`config.mk`:
```
export PLATFORM = sky130hd
export DESIGN_NAME = unicode_printable_classifier_flat
export DESIGN_NICKNAME = d
export VERILOG_FILES = /design/src/rtl/core/upc_pkg.sv /design/src/rtl/core/upc_if.sv /design/src/rtl/core/unicode_printable_classifier.sv /design/src/rtl/core/upc_cell.sv /design/src/flat_wrapper.sv
export SDC_FILE = /design/constraint.sdc
export NUM_CORES = 2
export LEC_CHECK = 0
export ABC_AREA = 1
export BUFFER_PORTS_ARGS = -buffer_cell sky130_fd_sc_hd__buf_2
export CAP_MARGIN = 20
export CORE_ASPECT_RATIO = 0.7
export CORE_MARGIN = 1.5
export CORE_UTILIZATION = 59
export DETAILED_ROUTE_END_ITERATION = 6
export GPL_ROUTABILITY_DRIVEN = 0
export HOLD_SLACK_MARGIN = 0.08
export PLACE_DENSITY = 0.76
export RECOVER_POWER = 50
export SYNTH_ARGS = -nofsm -noshare
export SYNTH_HDL_FRONTEND = slang
export SYNTH_SLANG_ARGS = --single-unit
```
`constraint.sdc`:
```
create_clock -name i_clk -period 28.9 [get_ports i_clk]
set_input_delay 4.335 -clock i_clk [delete_from_list [all_inputs] [get_ports i_clk]]
set_output_delay 4.335 -clock i_clk [all_outputs]
set_load 0.02 [all_outputs]
```
`src/rtl/core/upc_pkg.sv`:
```
// Package for the Unicode printable classifier: word types shared by the cells
// and the constant table of non-printable code point ranges. No dependencies.
`timescale 1ns / 1ps

package upc_pkg;

    localparam int CP_W        = 21;
    localparam int ROM_ENTRIES = 548;

    typedef logic [CP_W-1:0] t_cp;

    // One inclusive range of non-printable code points
    typedef struct packed {
        t_cp first;
        t_cp last;
    } t_range;

    // Word handed from cell to cell along the chain
    typedef struct packed {
        logic valid;
        t_cp  code_point;
        logic hit;
    } t_cell_word;

    // Sorted, disjoint ranges of non-printable code points
    localparam t_range NP_ROM [ROM_ENTRIES] = '{
        '{21'h00000, 21'h0001F}, '{21'h0007F, 21'h0009F}, '{21'h0034F, 21'h0034F},
        '{21'h00378, 21'h00379}, '{21'h0037F, 21'h00383}, '{21'h0038B, 21'h0038B},
        '{21'h0038D, 21'h0038D}, '{21'h003A2, 21'h003A2}, '{21'h00528, 21'h00530},
        '{21'h00557, 21'h00558}, '{21'h00560, 21'h00560}, '{21'h00588, 21'h00588},
        '{21'h0058B, 21'h0058E}, '{21'h00590, 21'h00590}, '{21'h005C8, 21'h005CF},
        '{21'h005EB, 21'h005EF}, '{21'h005F5, 21'h00605}, '{21'h0061C, 21'h0061D},
        '{21'h006DD, 21'h006DD}, '{21'h0070E, 21'h0070F}, '{21'h0074B, 21'h0074C},
        '{21'h007B2, 21'h007BF}, '{21'h007FB, 21'h007FF}, '{21'h0082E, 21'h0082F},
        '{21'h0083F, 21'h0083F}, '{21'h0085C, 21'h0085D}, '{21'h0085F, 21'h0089F},
        '{21'h008A1, 21'h008A1}, '{21'h008AD, 21'h008E3}, '{21'h008FF, 21'h008FF},
        '{21'h00978, 21'h00978}, '{21'h00980, 21'h00980}, '{21'h00984, 21'h00984},
        '{21'h0098D, 21'h0098E}, '{21'h00991, 21'h00992}, '{21'h009A9, 21'h009A9},
        '{21'h009B1, 21'h009B1}, '{21'h009B3, 21'h009B5}, '{21'h009BA, 21'h009BB},
        '{21'h009C5, 21'h009C6}, '{21'h009C9, 21'h009CA}, '{21'h009CF, 21'h009D6},
        '{21'h009D8, 21'h009DB}, '{21'h009DE, 21'h009DE}, '{21'h009E4, 21'h009E5},
        '{21'h009FC, 21'h00A00}, '{21'h00A04, 21'h00A04}, '{21'h00A0B, 21'h00A0E},
        '{21'h00A11, 21'h00A12}, '{21'h00A29, 21'h00A29}, '{21'h00A31, 21'h00A31},
        '{21'h00A34, 21'h00A34}, '{21'h00A37, 21'h00A37}, '{21'h00A3A, 21'h00A3B},
        '{21'h00A3D, 21'h00A3D}, '{21'h00A43, 21'h00A46}, '{21'h00A49, 21'h00A4A},
        '{21'h00A4E, 21'h00A50}, '{21'h00A52, 21'h00A58}, '{21'h00A5D, 21'h00A5D},
        '{21'h00A5F, 21'h00A65}, '{21'h00A76, 21'h00A80}, '{21'h00A84, 21'h00A84},
        '{21'h00A8E, 21'h00A8E}, '{21'h00A92, 21'h00A92}, '{21'h00AA9, 21'h00AA9},
        '{21'h00AB1, 21'h00AB1}, '{21'h00AB4, 21'h00AB4}, '{21'h00ABA, 21'h00ABB},
        '{21'h00AC6, 21'h00AC6}, '{21'h00ACA, 21'h00ACA}, '{21'h00ACE, 21'h00ACF},
        '{21'h00AD1, 21'h00ADF}, '{21'h00AE4, 21'h00AE5}, '{21'h00AF2, 21'h00B00},
        '{21'h00B04, 21'h00B04}, '{21'h00B0D, 21'h00B0E}, '{21'h00B11, 21'h00B12},
        '{21'h00B29, 21'h00B29}, '{21'h00B31, 21'h00B31}, '{21'h00B34, 21'h00B34},
        '{21'h00B3A, 21'h00B3B}, '{21'h00B45, 21'h00B46}, '{21'h00B49, 21'h00B4A},
        '{21'h00B4E, 21'h00B55}, '{21'h00B58, 21'h00B5B}, '{21'h00B5E, 21'h00B5E},
        '{21'h00B64, 21'h00B65}, '{21'h00B78, 21'h00B81}, '{21'h00B84, 21'h00B84},
        '{21'h00B8B, 21'h00B8D}, '{21'h00B91, 21'h00B91}, '{21'h00B96, 21'h00B98},
        '{21'h00B9B, 21'h00B9B}, '{21'h00B9D, 21'h00B9D}, '{21'h00BA0, 21'h00BA2},
        '{21'h00BA5, 21'h00BA7}, '{21'h00BAB, 21'h00BAD}, '{21'h00BBA, 21'h00BBD},
        '{21'h00BC3, 21'h00BC5}, '{21'h00BC9, 21'h00BC9}, '{21'h00BCE, 21'h00BCF},
        '{21'h00BD1, 21'h00BD6}, '{21'h00BD8, 21'h00BE5}, '{21'h00BFB, 21'h00C00},
        '{21'h00C04, 21'h00C04}, '{21'h00C0D, 21'h00C0D}, '{21'h00C11, 21'h00C11},
        '{21'h00C29, 21'h00C29}, '{21'h00C34, 21'h00C34}, '{21'h00C3A, 21'h00C3C},
        '{21'h00C45, 21'h00C45}, '{21'h00C49, 21'h00C49}, '{21'h00C4E, 21'h00C54},
        '{21'h00C57, 21'h00C57}, '{21'h00C5A, 21'h00C5F}, '{21'h00C64, 21'h00C65},
        '{21'h00C70, 21'h00C77}, '{21'h00C80, 21'h00C81}, '{21'h00C84, 21'h00C84},
        '{21'h00C8D, 21'h00C8D}, '{21'h00C91, 21'h00C91}, '{21'h00CA9, 21'h00CA9},
        '{21'h00CB4, 21'h00CB4}, '{21'h00CBA, 21'h00CBB}, '{21'h00CC5, 21'h00CC5},
        '{21'h00CC9, 21'h00CC9}, '{21'h00CCE, 21'h00CD4}, '{21'h00CD7, 21'h00CDD},
        '{21'h00CDF, 21'h00CDF}, '{21'h00CE4, 21'h00CE5}, '{21'h00CF0, 21'h00CF0},
        '{21'h00CF3, 21'h00D01}, '{21'h00D04, 21'h00D04}, '{21'h00D0D, 21'h00D0D},
        '{21'h00D11, 21'h00D11}, '{21'h00D3B, 21'h00D3C}, '{21'h00D45, 21'h00D45},
        '{21'h00D49, 21'h00D49}, '{21'h00D4F, 21'h00D56}, '{21'h00D58, 21'h00D5F},
        '{21'h00D64, 21'h00D65}, '{21'h00D76, 21'h00D78}, '{21'h00D80, 21'h00D81},
        '{21'h00D84, 21'h00D84}, '{21'h00D97, 21'h00D99}, '{21'h00DB2, 21'h00DB2},
        '{21'h00DBC, 21'h00DBC}, '{21'h00DBE, 21'h00DBF}, '{21'h00DC7, 21'h00DC9},
        '{21'h00DCB, 21'h00DCE}, '{21'h00DD5, 21'h00DD5}, '{21'h00DD7, 21'h00DD7},
        '{21'h00DE0, 21'h00DF1}, '{21'h00DF5, 21'h00E00}, '{21'h00E3B, 21'h00E3E},
        '{21'h00E5C, 21'h00E80}, '{21'h00E83, 21'h00E83}, '{21'h00E85, 21'h00E86},
        '{21'h00E89, 21'h00E89}, '{21'h00E8B, 21'h00E8C}, '{21'h00E8E, 21'h00E93},
        '{21'h00E98, 21'h00E98}, '{21'h00EA0, 21'h00EA0}, '{21'h00EA4, 21'h00EA4},
        '{21'h00EA6, 21'h00EA6}, '{21'h00EA8, 21'h00EA9}, '{21'h00EAC, 21'h00EAC},
        '{21'h00EBA, 21'h00EBA}, '{21'h00EBE, 21'h00EBF}, '{21'h00EC5, 21'h00EC5},
        '{21'h00EC7, 21'h00EC7}, '{21'h00ECE, 21'h00ECF}, '{21'h00EDA, 21'h00EDB},
        '{21'h00EE0, 21'h00EFF}, '{21'h00F48, 21'h00F48}, '{21'h00F6D, 21'h00F70},
        '{21'h00F98, 21'h00F98}, '{21'h00FBD, 21'h00FBD}, '{21'h00FCD, 21'h00FCD},
        '{21'h00FDB, 21'h00FFF}, '{21'h010C6, 21'h010C6}, '{21'h010C8, 21'h010CC},
        '{21'h010CE, 21'h010CF}, '{21'h0115F, 21'h01160}, '{21'h01249, 21'h01249},
        '{21'h0124E, 21'h0124F}, '{21'h01257, 21'h01257}, '{21'h01259, 21'h01259},
        '{21'h0125E, 21'h0125F}, '{21'h01289, 21'h01289}, '{21'h0128E, 21'h0128F},
        '{21'h012B1, 21'h012B1}, '{21'h012B6, 21'h012B7}, '{21'h012BF, 21'h012BF},
        '{21'h012C1, 21'h012C1}, '{21'h012C6, 21'h012C7}, '{21'h012D7, 21'h012D7},
        '{21'h01311, 21'h01311}, '{21'h01316, 21'h01317}, '{21'h0135B, 21'h0135C},
        '{21'h0137D, 21'h0137F}, '{21'h0139A, 21'h0139F}, '{21'h013F5, 21'h013FF},
        '{21'h0169D, 21'h0169F}, '{21'h016F1, 21'h016FF}, '{21'h0170D, 21'h0170D},
        '{21'h01715, 21'h0171F}, '{21'h01737, 21'h0173F}, '{21'h01754, 21'h0175F},
        '{21'h0176D, 21'h0176D}, '{21'h01771, 21'h01771}, '{21'h01774, 21'h0177F},
        '{21'h017B4, 21'h017B5}, '{21'h017DE, 21'h017DF}, '{21'h017EA, 21'h017EF},
        '{21'h017FA, 21'h017FF}, '{21'h0180B, 21'h0180D}, '{21'h0180F, 21'h0180F},
        '{21'h0181A, 21'h0181F}, '{21'h01878, 21'h0187F}, '{21'h018AB, 21'h018AF},
        '{21'h018F6, 21'h018FF}, '{21'h0191D, 21'h0191F}, '{21'h0192C, 21'h0192F},
        '{21'h0193C, 21'h0193F}, '{21'h01941, 21'h01943}, '{21'h0196E, 21'h0196F},
        '{21'h01975, 21'h0197F}, '{21'h019AC, 21'h019AF}, '{21'h019CA, 21'h019CF},
        '{21'h019DB, 21'h019DD}, '{21'h01A1C, 21'h01A1D}, '{21'h01A5F, 21'h01A5F},
        '{21'h01A7D, 21'h01A7E}, '{21'h01A8A, 21'h01A8F}, '{21'h01A9A, 21'h01A9F},
        '{21'h01AAE, 21'h01AFF}, '{21'h01B4C, 21'h01B4F}, '{21'h01B7D, 21'h01B7F},
        '{21'h01BF4, 21'h01BFB}, '{21'h01C38, 21'h01C3A}, '{21'h01C4A, 21'h01C4C},
        '{21'h01C80, 21'h01CBF}, '{21'h01CC8, 21'h01CCF}, '{21'h01CF7, 21'h01CFF},
        '{21'h01DE7, 21'h01DFB}, '{21'h01F16, 21'h01F17}, '{21'h01F1E, 21'h01F1F},
        '{21'h01F46, 21'h01F47}, '{21'h01F4E, 21'h01F4F}, '{21'h01F58, 21'h01F58},
        '{21'h01F5A, 21'h01F5A}, '{21'h01F5C, 21'h01F5C}, '{21'h01F5E, 21'h01F5E},
        '{21'h01F7E, 21'h01F7F}, '{21'h01FB5, 21'h01FB5}, '{21'h01FC5, 21'h01FC5},
        '{21'h01FD4, 21'h01FD5}, '{21'h01FDC, 21'h01FDC}, '{21'h01FF0, 21'h01FF1},
        '{21'h01FF5, 21'h01FF5}, '{21'h01FFF, 21'h01FFF}, '{21'h0200B, 21'h0200F},
        '{21'h0202A, 21'h0202E}, '{21'h02060, 21'h0206F}, '{21'h02072, 21'h02073},
        '{21'h0208F, 21'h0208F}, '{21'h0209D, 21'h0209F}, '{21'h020BB, 21'h020CF},
        '{21'h020F1, 21'h020FF}, '{21'h0218A, 21'h0218F}, '{21'h023F4, 21'h023FF},
        '{21'h02427, 21'h0243F}, '{21'h0244B, 21'h0245F}, '{21'h02700, 21'h02700},
        '{21'h02B4D, 21'h02B4F}, '{21'h02B5A, 21'h02BFF}, '{21'h02C2F, 21'h02C2F},
        '{21'h02C5F, 21'h02C5F}, '{21'h02CF4, 21'h02CF8}, '{21'h02D26, 21'h02D26},
        '{21'h02D28, 21'h02D2C}, '{21'h02D2E, 21'h02D2F}, '{21'h02D68, 21'h02D6E},
        '{21'h02D71, 21'h02D7E}, '{21'h02D97, 21'h02D9F}, '{21'h02DA7, 21'h02DA7},
        '{21'h02DAF, 21'h02DAF}, '{21'h02DB7, 21'h02DB7}, '{21'h02DBF, 21'h02DBF},
        '{21'h02DC7, 21'h02DC7}, '{21'h02DCF, 21'h02DCF}, '{21'h02DD7, 21'h02DD7},
        '{21'h02DDF, 21'h02DDF}, '{21'h02E3C, 21'h02E7F}, '{21'h02E9A, 21'h02E9A},
        '{21'h02EF4, 21'h02EFF}, '{21'h02FD6, 21'h02FEF}, '{21'h02FFC, 21'h02FFF},
        '{21'h03040, 21'h03040}, '{21'h03097, 21'h03098}, '{21'h03100, 21'h03104},
        '{21'h0312E, 21'h03130}, '{21'h03164, 21'h03164}, '{21'h0318F, 21'h0318F},
        '{21'h031BB, 21'h031BF}, '{21'h031E4, 21'h031EF}, '{21'h0321F, 21'h0321F},
        '{21'h032FF, 21'h032FF}, '{21'h04DB6, 21'h04DBF}, '{21'h09FCD, 21'h09FFF},
        '{21'h0A48D, 21'h0A48F}, '{21'h0A4C7, 21'h0A4CF}, '{21'h0A62C, 21'h0A63F},
        '{21'h0A698, 21'h0A69E}, '{21'h0A6F8, 21'h0A6FF}, '{21'h0A78F, 21'h0A78F},
        '{21'h0A794, 21'h0A79F}, '{21'h0A7AB, 21'h0A7F7}, '{21'h0A82C, 21'h0A82F},
        '{21'h0A83A, 21'h0A83F}, '{21'h0A878, 21'h0A87F}, '{21'h0A8C5, 21'h0A8CD},
        '{21'h0A8DA, 21'h0A8DF}, '{21'h0A8FC, 21'h0A8FF}, '{21'h0A954, 21'h0A95E},
        '{21'h0A97D, 21'h0A97F}, '{21'h0A9CE, 21'h0A9CE}, '{21'h0A9DA, 21'h0A9DD},
        '{21'h0A9E0, 21'h0A9FF}, '{21'h0AA37, 21'h0AA3F}, '{21'h0AA4E, 21'h0AA4F},
        '{21'h0AA5A, 21'h0AA5B}, '{21'h0AA7C, 21'h0AA7F}, '{21'h0AAC3, 21'h0AADA},
        '{21'h0AAF7, 21'h0AB00}, '{21'h0AB07, 21'h0AB08}, '{21'h0AB0F, 21'h0AB10},
        '{21'h0AB17, 21'h0AB1F}, '{21'h0AB27, 21'h0AB27}, '{21'h0AB2F, 21'h0ABBF},
        '{21'h0ABEE, 21'h0ABEF}, '{21'h0ABFA, 21'h0ABFF}, '{21'h0D7A4, 21'h0D7AF},
        '{21'h0D7C7, 21'h0D7CA}, '{21'h0D7FC, 21'h0DFFF}, '{21'h0FA6E, 21'h0FA6F},
        '{21'h0FADA, 21'h0FAFF}, '{21'h0FB07, 21'h0FB12}, '{21'h0FB18, 21'h0FB1C},
        '{21'h0FB37, 21'h0FB37}, '{21'h0FB3D, 21'h0FB3D}, '{21'h0FB3F, 21'h0FB3F},
        '{21'h0FB42, 21'h0FB42}, '{21'h0FB45, 21'h0FB45}, '{21'h0FBC2, 21'h0FBD2},
        '{21'h0FD40, 21'h0FD4F}, '{21'h0FD90, 21'h0FD91}, '{21'h0FDC8, 21'h0FDEF},
        '{21'h0FDFE, 21'h0FE0F}, '{21'h0FE1A, 21'h0FE1F}, '{21'h0FE27, 21'h0FE2F},
        '{21'h0FE53, 21'h0FE53}, '{21'h0FE67, 21'h0FE67}, '{21'h0FE6C, 21'h0FE6F},
        '{21'h0FE75, 21'h0FE75}, '{21'h0FEFD, 21'h0FEFF}, '{21'h0FF00, 21'h0FF00},
        '{21'h0FFA0, 21'h0FFA0}, '{21'h0FFBF, 21'h0FFC1}, '{21'h0FFC8, 21'h0FFC9},
        '{21'h0FFD0, 21'h0FFD1}, '{21'h0FFD8, 21'h0FFD9}, '{21'h0FFDD, 21'h0FFDF},
        '{21'h0FFE7, 21'h0FFE7}, '{21'h0FFEF, 21'h0FFFB}, '{21'h0FFFE, 21'h0FFFF},
        '{21'h1000C, 21'h1000C}, '{21'h10027, 21'h10027}, '{21'h1003B, 21'h1003B},
        '{21'h1003E, 21'h1003E}, '{21'h1004E, 21'h1004F}, '{21'h1005E, 21'h1007F},
        '{21'h100FB, 21'h100FF}, '{21'h10103, 21'h10106}, '{21'h10134, 21'h10136},
        '{21'h1018B, 21'h1018F}, '{21'h1019C, 21'h101CF}, '{21'h101FE, 21'h1027F},
        '{21'h1029D, 21'h1029F}, '{21'h102D1, 21'h102FF}, '{21'h1031F, 21'h1031F},
        '{21'h10324, 21'h1032F}, '{21'h1034B, 21'h1037F}, '{21'h1039E, 21'h1039E},
        '{21'h103C4, 21'h103C7}, '{21'h103D6, 21'h103FF}, '{21'h1049E, 21'h1049F},
        '{21'h104AA, 21'h107FF}, '{21'h10806, 21'h10807}, '{21'h10809, 21'h10809},
        '{21'h10836, 21'h10836}, '{21'h10839, 21'h1083B}, '{21'h1083D, 21'h1083E},
        '{21'h10856, 21'h10856}, '{21'h10860, 21'h108FF}, '{21'h1091C, 21'h1091E},
        '{21'h1093A, 21'h1093E}, '{21'h10940, 21'h1097F}, '{21'h109B8, 21'h109BD},
        '{21'h109C0, 21'h109FF}, '{21'h10A04, 21'h10A04}, '{21'h10A07, 21'h10A0B},
        '{21'h10A14, 21'h10A14}, '{21'h10A18, 21'h10A18}, '{21'h10A34, 21'h10A37},
        '{21'h10A3B, 21'h10A3E}, '{21'h10A48, 21'h10A4F}, '{21'h10A59, 21'h10A5F},
        '{21'h10A80, 21'h10AFF}, '{21'h10B36, 21'h10B38}, '{21'h10B56, 21'h10B57},
        '{21'h10B73, 21'h10B77}, '{21'h10B80, 21'h10BFF}, '{21'h10C49, 21'h10E5F},
        '{21'h10E7F, 21'h10FFF}, '{21'h1104E, 21'h11051}, '{21'h11070, 21'h1107F},
        '{21'h110BD, 21'h110BD}, '{21'h110C2, 21'h110CF}, '{21'h110E9, 21'h110EF},
        '{21'h110FA, 21'h110FF}, '{21'h11135, 21'h11135}, '{21'h11144, 21'h1117F},
        '{21'h111C9, 21'h111CF}, '{21'h111DA, 21'h1167F}, '{21'h116B8, 21'h116BF},
        '{21'h116CA, 21'h11FFF}, '{21'h1236F, 21'h123FF}, '{21'h12463, 21'h1246F},
        '{21'h12474, 21'h12FFF}, '{21'h1342F, 21'h167FF}, '{21'h16A39, 21'h16EFF},
        '{21'h16F45, 21'h16F4F}, '{21'h16F7F, 21'h16F8E}, '{21'h16FA0, 21'h1AFFF},
        '{21'h1B002, 21'h1CFFF}, '{21'h1D0F6, 21'h1D0FF}, '{21'h1D127, 21'h1D128},
        '{21'h1D173, 21'h1D17A}, '{21'h1D1DE, 21'h1D1FF}, '{21'h1D246, 21'h1D2FF},
        '{21'h1D357, 21'h1D35F}, '{21'h1D372, 21'h1D3FF}, '{21'h1D455, 21'h1D455},
        '{21'h1D49D, 21'h1D49D}, '{21'h1D4A0, 21'h1D4A1}, '{21'h1D4A3, 21'h1D4A4},
        '{21'h1D4A7, 21'h1D4A8}, '{21'h1D4AD, 21'h1D4AD}, '{21'h1D4BA, 21'h1D4BA},
        '{21'h1D4BC, 21'h1D4BC}, '{21'h1D4C4, 21'h1D4C4}, '{21'h1D506, 21'h1D506},
        '{21'h1D50B, 21'h1D50C}, '{21'h1D515, 21'h1D515}, '{21'h1D51D, 21'h1D51D},
        '{21'h1D53A, 21'h1D53A}, '{21'h1D53F, 21'h1D53F}, '{21'h1D545, 21'h1D545},
        '{21'h1D547, 21'h1D549}, '{21'h1D551, 21'h1D551}, '{21'h1D6A6, 21'h1D6A7},
        '{21'h1D7CC, 21'h1D7CD}, '{21'h1D800, 21'h1EDFF}, '{21'h1EE04, 21'h1EE04},
        '{21'h1EE20, 21'h1EE20}, '{21'h1EE23, 21'h1EE23}, '{21'h1EE25, 21'h1EE26},
        '{21'h1EE28, 21'h1EE28}, '{21'h1EE33, 21'h1EE33}, '{21'h1EE38, 21'h1EE38},
        '{21'h1EE3A, 21'h1EE3A}, '{21'h1EE3C, 21'h1EE41}, '{21'h1EE43, 21'h1EE46},
        '{21'h1EE48, 21'h1EE48}, '{21'h1EE4A, 21'h1EE4A}, '{21'h1EE4C, 21'h1EE4C},
        '{21'h1EE50, 21'h1EE50}, '{21'h1EE53, 21'h1EE53}, '{21'h1EE55, 21'h1EE56},
        '{21'h1EE58, 21'h1EE58}, '{21'h1EE5A, 21'h1EE5A}, '{21'h1EE5C, 21'h1EE5C},
        '{21'h1EE5E, 21'h1EE5E}, '{21'h1EE60, 21'h1EE60}, '{21'h1EE63, 21'h1EE63},
        '{21'h1EE65, 21'h1EE66}, '{21'h1EE6B, 21'h1EE6B}, '{21'h1EE73, 21'h1EE73},
        '{21'h1EE78, 21'h1EE78}, '{21'h1EE7D, 21'h1EE7D}, '{21'h1EE7F, 21'h1EE7F},
        '{21'h1EE8A, 21'h1EE8A}, '{21'h1EE9C, 21'h1EEA0}, '{21'h1EEA4, 21'h1EEA4},
        '{21'h1EEAA, 21'h1EEAA}, '{21'h1EEBC, 21'h1EEEF}, '{21'h1EEF2, 21'h1EFFF},
        '{21'h1F02C, 21'h1F02F}, '{21'h1F094, 21'h1F09F}, '{21'h1F0AF, 21'h1F0B0},
        '{21'h1F0BF, 21'h1F0C0}, '{21'h1F0D0, 21'h1F0D0}, '{21'h1F0E0, 21'h1F0FF},
        '{21'h1F10B, 21'h1F10F}, '{21'h1F12F, 21'h1F12F}, '{21'h1F16C, 21'h1F16F},
        '{21'h1F19B, 21'h1F1E5}, '{21'h1F203, 21'h1F20F}, '{21'h1F23B, 21'h1F23F},
        '{21'h1F249, 21'h1F24F}, '{21'h1F252, 21'h1F2FF}, '{21'h1F321, 21'h1F32F},
        '{21'h1F336, 21'h1F336}, '{21'h1F37D, 21'h1F37F}, '{21'h1F394, 21'h1F39F},
        '{21'h1F3C5, 21'h1F3C5}, '{21'h1F3CB, 21'h1F3DF}, '{21'h1F3F1, 21'h1F3FF},
        '{21'h1F43F, 21'h1F43F}, '{21'h1F441, 21'h1F441}, '{21'h1F4F8, 21'h1F4F8},
        '{21'h1F4FD, 21'h1F4FF}, '{21'h1F53E, 21'h1F53F}, '{21'h1F544, 21'h1F54F},
        '{21'h1F568, 21'h1F5FA}, '{21'h1F641, 21'h1F644}, '{21'h1F650, 21'h1F67F},
        '{21'h1F6C6, 21'h1F6FF}, '{21'h1F774, 21'h1FFFF}, '{21'h2A6D7, 21'h2A6FF},
        '{21'h2B735, 21'h2B73F}, '{21'h2B81E, 21'h2F7FF}, '{21'h2FA1E, 21'h0F0000},
        '{21'h0FFFFE, 21'h0FFFFF}, '{21'h10FFFE, 21'h10FFFF}
    };

endpackage

```
`src/rtl/core/upc_if.sv`:
```
// Channel interfaces of the classifier: code point in, printable flag out.
// Depends on upc_pkg for the code point type.
`timescale 1ns / 1ps

interface upc_cp_if;
    logic          valid;
    logic          ready;
    upc_pkg::t_cp  code_point;

    modport source (output valid, output code_point, input ready);
    modport sink   (input valid, input code_point, output ready);
endinterface

interface upc_res_if;
    logic valid;
    logic ready;
    logic printable;

    modport source (output valid, output printable, input ready);
    modport sink   (input valid, input printable, output ready);
endinterface

```
`src/rtl/core/unicode_printable_classifier.sv`:
```
// Top level of the Unicode printable classifier: a chain of upc_cell stages.
// Depends on upc_pkg, upc_cp_if, upc_res_if and upc_cell.
`timescale 1ns / 1ps

// Classifies one 21-bit code point per cycle as printable or not, while no result
// waits at the output. Each code point walks a chain of cells; every cell checks it
// against up to PER_CELL ranges of the non-printable table (the last cell may have
// fewer), and a new word is taken every cycle unless stalled. The whole chain stalls
// together while a finished result waits at the output; the last cell's register
// is the output register. Values above 0x10FFFF match no range and are printable.
module unicode_printable_classifier #(
    parameter int NUM_RANGES = 548,
    parameter int PER_CELL   = 16
) (
    input  logic             i_clk,
    input  logic             i_rst_n,
    upc_cp_if.sink           i_cp,
    upc_res_if.source        o_res
);

    localparam int SEARCH_N  = (NUM_RANGES < upc_pkg::ROM_ENTRIES) ?
                               NUM_RANGES : upc_pkg::ROM_ENTRIES;
    localparam int NUM_CELLS = (SEARCH_N + PER_CELL - 1) / PER_CELL;

    upc_pkg::t_cell_word chain [NUM_CELLS+1];
    logic                advance;

    // Stall the whole chain while the output word waits
    assign advance    = !chain[NUM_CELLS].valid || o_res.ready;
    assign i_cp.ready = advance;

    assign chain[0] = '{valid: i_cp.valid, code_point: i_cp.code_point, hit: 1'b0};

    for (genvar c = 0; c < NUM_CELLS; c++) begin : g_cell
        upc_cell #(
            .BASE     (c * PER_CELL),
            .PER_CELL (PER_CELL),
            .SEARCH_N (SEARCH_N)
        ) u_cell (
            .i_clk     (i_clk),
            .i_rst_n   (i_rst_n),
            .i_advance (advance),
            .i_word    (chain[c]),
            .o_word    (chain[c+1])
        );
    end

    // Drive the result word
    assign o_res.valid     = chain[NUM_CELLS].valid;
    assign o_res.printable = !chain[NUM_CELLS].hit;

endmodule

```
`src/rtl/core/upc_cell.sv`:
```
// One cell of the classifier chain: checks the passing code point against a fixed
// slice of the range table and hands the word on. Depends on upc_pkg.
`timescale 1ns / 1ps

module upc_cell #(
    parameter int BASE     = 0,
    parameter int PER_CELL = 16,
    parameter int SEARCH_N = 548
) (
    input  logic                i_clk,
    input  logic                i_rst_n,
    input  logic                i_advance,
    input  upc_pkg::t_cell_word i_word,
    output upc_pkg::t_cell_word o_word
);

    logic [PER_CELL-1:0] hit;
    logic                r_valid;
    upc_pkg::t_cp        r_cp;
    logic                r_hit;
    logic                n_hit;

    // Compare against each range of this slice
    for (genvar j = 0; j < PER_CELL; j++) begin : g_cmp
        if (BASE + j < SEARCH_N) begin : g_on
            assign hit[j] = (i_word.code_point >= upc_pkg::NP_ROM[BASE+j].first) &&
                            (i_word.code_point <= upc_pkg::NP_ROM[BASE+j].last);
        end else begin : g_off
            assign hit[j] = 1'b0;
        end
    end

    assign n_hit = i_word.hit | (|hit);

    // Clear the valid flag under reset
    always_ff @(posedge i_clk) begin
        if (!i_rst_n) begin
            r_valid <= 1'b0;
        end else if (i_advance) begin
            r_valid <= i_word.valid;
        end
    end

    // Advance the payload
    always_ff @(posedge i_clk) begin
        if (i_advance) begin
            r_cp  <= i_word.code_point;
            r_hit <= n_hit;
        end
    end

    assign o_word = '{valid: r_valid, code_point: r_cp, hit: r_hit};

endmodule

```
`src/flat_wrapper.sv`:
```
// flat-port wrapper written by rule: the top's interface ports become plain ports
module unicode_printable_classifier_flat 
#(
    parameter int NUM_RANGES = 548,
    parameter int PER_CELL   = 16
)
  (i_clk, i_rst_n, i_cp_valid, i_cp_code_point, i_cp_ready, o_res_valid, o_res_printable, o_res_ready);
  upc_cp_if i_cp_i ();
  upc_res_if o_res_i ();
  input  logic i_clk;
  input  logic i_rst_n;
  input wire logic [$bits(i_cp_i.valid)-1:0] i_cp_valid;
  input wire logic [$bits(i_cp_i.code_point)-1:0] i_cp_code_point;
  output wire logic [$bits(i_cp_i.ready)-1:0] i_cp_ready;
  output wire logic [$bits(o_res_i.valid)-1:0] o_res_valid;
  output wire logic [$bits(o_res_i.printable)-1:0] o_res_printable;
  input wire logic [$bits(o_res_i.ready)-1:0] o_res_ready;
  assign i_cp_i.valid = i_cp_valid;
  assign i_cp_i.code_point = i_cp_code_point;
  assign i_cp_ready = i_cp_i.ready;
  assign o_res_valid = o_res_i.valid;
  assign o_res_printable = o_res_i.printable;
  assign o_res_i.ready = o_res_ready;
  unicode_printable_classifier #(.NUM_RANGES(NUM_RANGES), .PER_CELL(PER_CELL)) u_core (.i_clk(i_clk), .i_rst_n(i_rst_n), .i_cp(i_cp_i), .o_res(o_res_i));
endmodule
```
## After elaboration in Yosys (flattened, before gate mapping)

Index checks and enable logic that the tools add are counted.
W data, S select, Z words.

| storage, ports and cells | value |
|---|---|
| input bits | 25 |
| word-level logic and storage cells | 1820 |
| register bits | 784 |

| cells by class | value |
|---|---|
| reduce and logical (&&, ||, !) cells | 586 |
| $lt $le $gt $ge | 1096 |
| bitwise operators | 34 |

Operators with widths:

| cell | number |
|---|---|
| $ge A21 B17 Y1 const B | 164 |
| $le A21 B17 Y1 const B | 164 |
| $ge A21 B12 Y1 const B | 158 |
| $le A21 B12 Y1 const B | 158 |
| $ge A21 B13 Y1 const B | 82 |
| $le A21 B13 Y1 const B | 82 |
| $ge A21 B16 Y1 const B | 67 |
| $le A21 B16 Y1 const B | 67 |
| $ge A21 B14 Y1 const B | 47 |
| $le A21 B14 Y1 const B | 47 |
| $logic_and A1 B1 Y1 | 548 |
| $reduce_or A16 Y1 | 34 |
| $ge A21 B11 Y1 const B | 15 |
| $le A21 B11 Y1 const B | 15 |
| $ge A21 B10 Y1 const B | 6 |
| $le A21 B10 Y1 const B | 6 |
| $ge A21 B18 Y1 const B | 4 |
| $le A21 B18 Y1 const B | 3 |
| $le A21 B20 Y1 const B | 2 |
| $or A1 B1 Y1 | 34 |
| $ge A21 B1 Y1 const B | 1 |
| $ge A21 B15 Y1 const B | 1 |
| $ge A21 B20 Y1 const B | 1 |
| $ge A21 B21 Y1 const B | 1 |
| other kinds (8) | 9 |

## Depth between registers and ports, before layout

| depth | value |
|---|---|
| depth after elaboration | 4 |
| gate-level depth with buffers | 15 |
| mapped depth without buffers | 14 |

## Cells and area by module

From an unflattened synthesis, not the netlist that was laid out.

| unflattened totals | value |
|---|---|
| cell total of the unflattened synthesis | 8710 |
| area total of the unflattened synthesis | 60478.0 µm² |

By module, submodules not included:

| module | area an instance (µm²) | seq. area each (µm²) | times used | cells an instance |
|---|---|---|---|---|
| upc_cell (u_core.g_cell[26].u_cell) | 2053.2 | 680.7 | 1 | 304 |
| upc_cell (u_core.g_cell[27].u_cell) | 2039.5 | 680.7 | 1 | 305 |
| upc_cell (u_core.g_cell[21].u_cell) | 1986.9 | 680.7 | 1 | 307 |
| upc_cell (u_core.g_cell[24].u_cell) | 1985.7 | 680.7 | 1 | 292 |
| upc_cell (u_core.g_cell[32].u_cell) | 1913.1 | 680.7 | 1 | 295 |
| upc_cell (u_core.g_cell[2].u_cell) | 1874.3 | 680.7 | 1 | 282 |
| upc_cell (u_core.g_cell[1].u_cell) | 1865.5 | 680.7 | 1 | 281 |
| upc_cell (u_core.g_cell[14].u_cell) | 1856.8 | 680.7 | 1 | 288 |
| upc_cell (u_core.g_cell[17].u_cell) | 1844.3 | 680.7 | 1 | 269 |
| upc_cell (u_core.g_cell[28].u_cell) | 1831.8 | 680.7 | 1 | 280 |
| upc_cell (u_core.g_cell[19].u_cell) | 1825.5 | 680.7 | 1 | 259 |
| upc_cell (u_core.g_cell[16].u_cell) | 1804.2 | 680.7 | 1 | 264 |
| upc_cell (u_core.g_cell[8].u_cell) | 1781.7 | 680.7 | 1 | 249 |
| upc_cell (u_core.g_cell[20].u_cell) | 1771.7 | 680.7 | 1 | 257 |
| +22 rows | n/a | n/a | n/a | n/a |

## Worst setup path after synthesis

Ideal clock, no wire load.

| timing path | value |
|---|---|
| kind | in2out |
| start point | input port o_res_ready |
| end point | output port i_cp_ready |
| arrival | 25.035 ns |
| stages | 3 |
| path buffers | 1 |
| required time | 24.565 ns |
| slack | -0.470 ns |
| cells stage by stage | nor2_1 -> clkinv_1 -> clkbuf_1 |

| on the way | value |
|---|---|
| cells in the longest elaborated chain, start to end | 1 |

Ends and longest elaborated chain:

| item | RTL line | RTL |
|---|---|---|
| start: declaration | flat_wrapper.sv:17 | `input wire logic [$bits(o_res_i.ready)-1:0] o_res_ready;` |
| $logic_or A1 B1 Y1 | unicode_printable_classifier.sv:29 | `assign advance = !chain[NUM_CELLS].valid \|\| o_res.ready;` |
| end: declaration | flat_wrapper.sv:14 | `output wire logic [$bits(i_cp_i.ready)-1:0] i_cp_ready;` |

Every way passes these cells.

## Worst setup path in the final report

Same ends and word-level chain as after synthesis.

==> results.yml <==
worst_hold_path:
  hold_path_class: "flip-flop to flip-flop"
timing:
  report.final.slew_viol_count: 146
  tightestPinTransition_ns: 3.37
  setup_total_negative_slack_ns: 0
  fin_crit_ns: 13.87
  report.final.hold_viol_count: 0
  worst_clock_skew_ns: 0.0233
  rsz0062_at_grt: "false"
  timing.final.setup_violations: 0
  clock.fmax_ghz: 0.0721
  period_share_pct: 48.0
  slew_headroom_pct: -126
critical_path:
  timing.critical_path.from_type: "input port"
  critical_path.max_fanout: 88
  critPathKind: "input port to primary output"
  worst-endpoint-arrival_ns: 9.54
  cp_data_required_time_ns: 24.57
  cp-end-kind: "primary output"
clocking:
  postCtsHoldBufs: 0
  cts.htree.levels: 3
  clk_path_buf_depth: 3
  root_buffer: "clkbuf_16"
  cts.repair_timing.setup_buffer_count: 0
  clock_tree_from_tritoncts: "built"
  clock_sink_count: 784
  cts.clk_slew.worst_paths_ns: 0.07
  cts_buffers: 80
  worst_skew_pair.late_latency_ns: 0.66
  cts_resized: 0
die:
  design.core.area_um2: 90600
  top_level_ports: 28
  fp.dieW_um: 366
  initial_cell_density_of_the_core_pct: 60.0
  placement_rows: 92
  dieHeight_um: 257
  die_area_um2: 94000
synthesis:
  synthDominantAreaCellType: "edfxtp_1"
  synth.top_cell.area_share_pct: 41.4
  mappedNetlistArea_um2: 54300
  synthesis.area_per_instance_um2: 7.00
  yosysMostFrequentCell: "nand2_1"
  synth_warnings: 0
  syn-instance-count: 7764
  ys_top_cells_by_count: "nand2_1, nor2_1, inv_1, nand3_1, edfxtp_1"
  synth.distinct_cells: 54
  synth-edff-count: 749
  ys_ff_latch: 784
  synth_area_leaders: "edfxtp_1, nand2_1, nor2_1"
  synth_seq_area_share_pct: 42.7
  syn-num-nets: 7789
  fraction_of_registers_with_async_set_reset_pct: 0
  synth_ff_type: "edfxtp_1"
drt:
  avgViaCountPerCell: 6.07
  detail_route.wl_per_cell_um: 16.6
  drt-pass1-iter-count: 7
  via_count: 54800
  antenna_left: 0
  wirelength_um: 150000
  drt_drc_violations_left: 107
  drtIter0Drc: 9318
pwr:
  power.sequential.fraction_pct: 52.2
  share_clk_of_total_power_pct: 38.0
  p_leak_nw: 24.4
  netSwitchingFraction_pct: 27.7
  irDropWorstVdd_v: 0.0000508
  power.total_w: 0.00276
  pwr-share-comb_pct: 9.8
  pwr_density_cell_nw_per_um2: 47.7
  netSwitchingPower_w: 0.000764
  internal_power_w: 0.00199
grt:
  grt_pass1_vias: 47600
  number_of_antenna_violations_at_the_first_check_in_global_routing: 0
  pin_count_of_the_biggest_net_entering_global_routing: 183
  track_usage_pct: 30.7
  grt_first_pass_wirelength_um: 241000
  sum_of_overflow_across_all_layers_after_global_routing: 0
place:
  place.port_buffers: 27
  dp_hpwl_um: 110000
  placed_cells_incl_taps: 8888
flow_run:
  maxCapViolations: 3
final_layout:
  antenna-diode-count: 0
  drive_above_1_share_pct: 4.39
  final_nets: 7775
  layout.cells.non_filler: 9033
  syn_to_final_growth_pct: 6.42
status:
  violations: "design-rule violations, max-capacitance violations, max-slew violations"
  outcome: "finished, violations left"
## state kept, by name (all words and copies together) (netlist names)
name / count
u_core.g_cell.u_cell.r_hit: 35
u_core.g_cell.u_cell.r_valid: 35
u_core.g_cell.u_cell.r_cp: 714
## kinds of logic (layout without fill, tap and decap cells)
| logic type | after synthesis | count (layout) | share of synthesized area (%) |
|---|---|---|---|
| AND/OR/NAND/NOR | 5206 | 5206 | 42.5 |
| AO/OA/AOI/OAI | 675 | 675 | 6.76 |
| flip-flops | 784 | 784 | 42.7 |
| buffers and inverters | 1099 | 1146 | 8.10 |
## path summary, 6_finish.rpt
check                                    startpoint  slack [ns]                                 to  cells after the start
setup / recovery                        o_res_ready       15.03                         i_cp_ready                      5
hold / removal    u_core.g_cell[28].u_cell.r_cp[19]        0.43  u_core.g_cell[29].u_cell.r_cp[19]                      0
setup reg to reg   u_core.g_cell[34].u_cell.r_valid       21.04   u_core.g_cell[10].u_cell.r_cp[3]                      9
hold reg to reg   u_core.g_cell[28].u_cell.r_cp[19]        0.43  u_core.g_cell[29].u_cell.r_cp[19]                      0
## power by group through the flow
stage,combinational [W],sequential [W],clock (W)
finish,0.000271,0.00144,0.00105
detailed placement,0.000259,0.00145,0
global route,0.000303,0.00145,0.00111
floorplan,0.000220,0.00139,0
CTS,0.000262,0.00143,0.00107
global placement,0.000256,0.00145,0
## stage by stage
| step | worst slack (ns) | instance area (µm²) | hold WS, ns | util (%) |
|---|---|---|---|---|
| floorplan | 10.48 | 54400 | 0.421 | - |
| global route | 14.33 | 57800 | 0.441 | 63.8 |
| global placement | 19.13 | 55300 | 0.432 | 61.1 |
| CTS | 19.13 | 58000 | 0.430 | 64.0 |
| detailed placement | 19.13 | 55300 | 0.432 | 61.1 |
| finish | 15.03 | 57800 | 0.431 | 63.8 |
## worst max-delay path, stage by stage
cell	delay (ns)
buf_2	0.10
nor2_1	0.10
clkbuf_1	0.90
clkinvlp_2	3.10
buf_2	0.97
## layer usage
layer | track usage (%) | share of wire (%)
met5 | 0 | 0
met4 | 6.32 | 2.0
met3 | 7.99 | 15
met2 | 42.2 | 40
met1 | 48.0 | 44
## layout make-up
class | instances | area [µm²]
Clock buffer | 99 | 2140
Sequential cell | 784 | 23200
Clock inverter | 44 | 468
Multi-Input combinational cell | 5881 | 26600
Timing Repair Buffer | 39 | 246
Inverter | 964 | 3620
Fill cell | 7991 | 32800
Tap cell | 1222 | 1530
## cells in the final DEF (no fill, tap or decap), types with 16 or more instances in the layout
cell / n
a21oi_1: 174
a31oi_1: 16
clkbuf_1: 32
clkbuf_16: 83
dfxtp_1: 35
edfxtp_1: 749
inv_1: 924
inv_2: 30
nand2_1: 2005
nand2_2: 23
nand3_1: 900
nand3b_1: 33
nand4_1: 337
nor2_1: 1367
nor2_2: 56
nor2_4: 42
nor3_1: 339
nor4_1: 43
o211ai_1: 26
o21ai_0: 344
o21ai_1: 42
No activity file was read; power rests on OpenSTA's default activity.
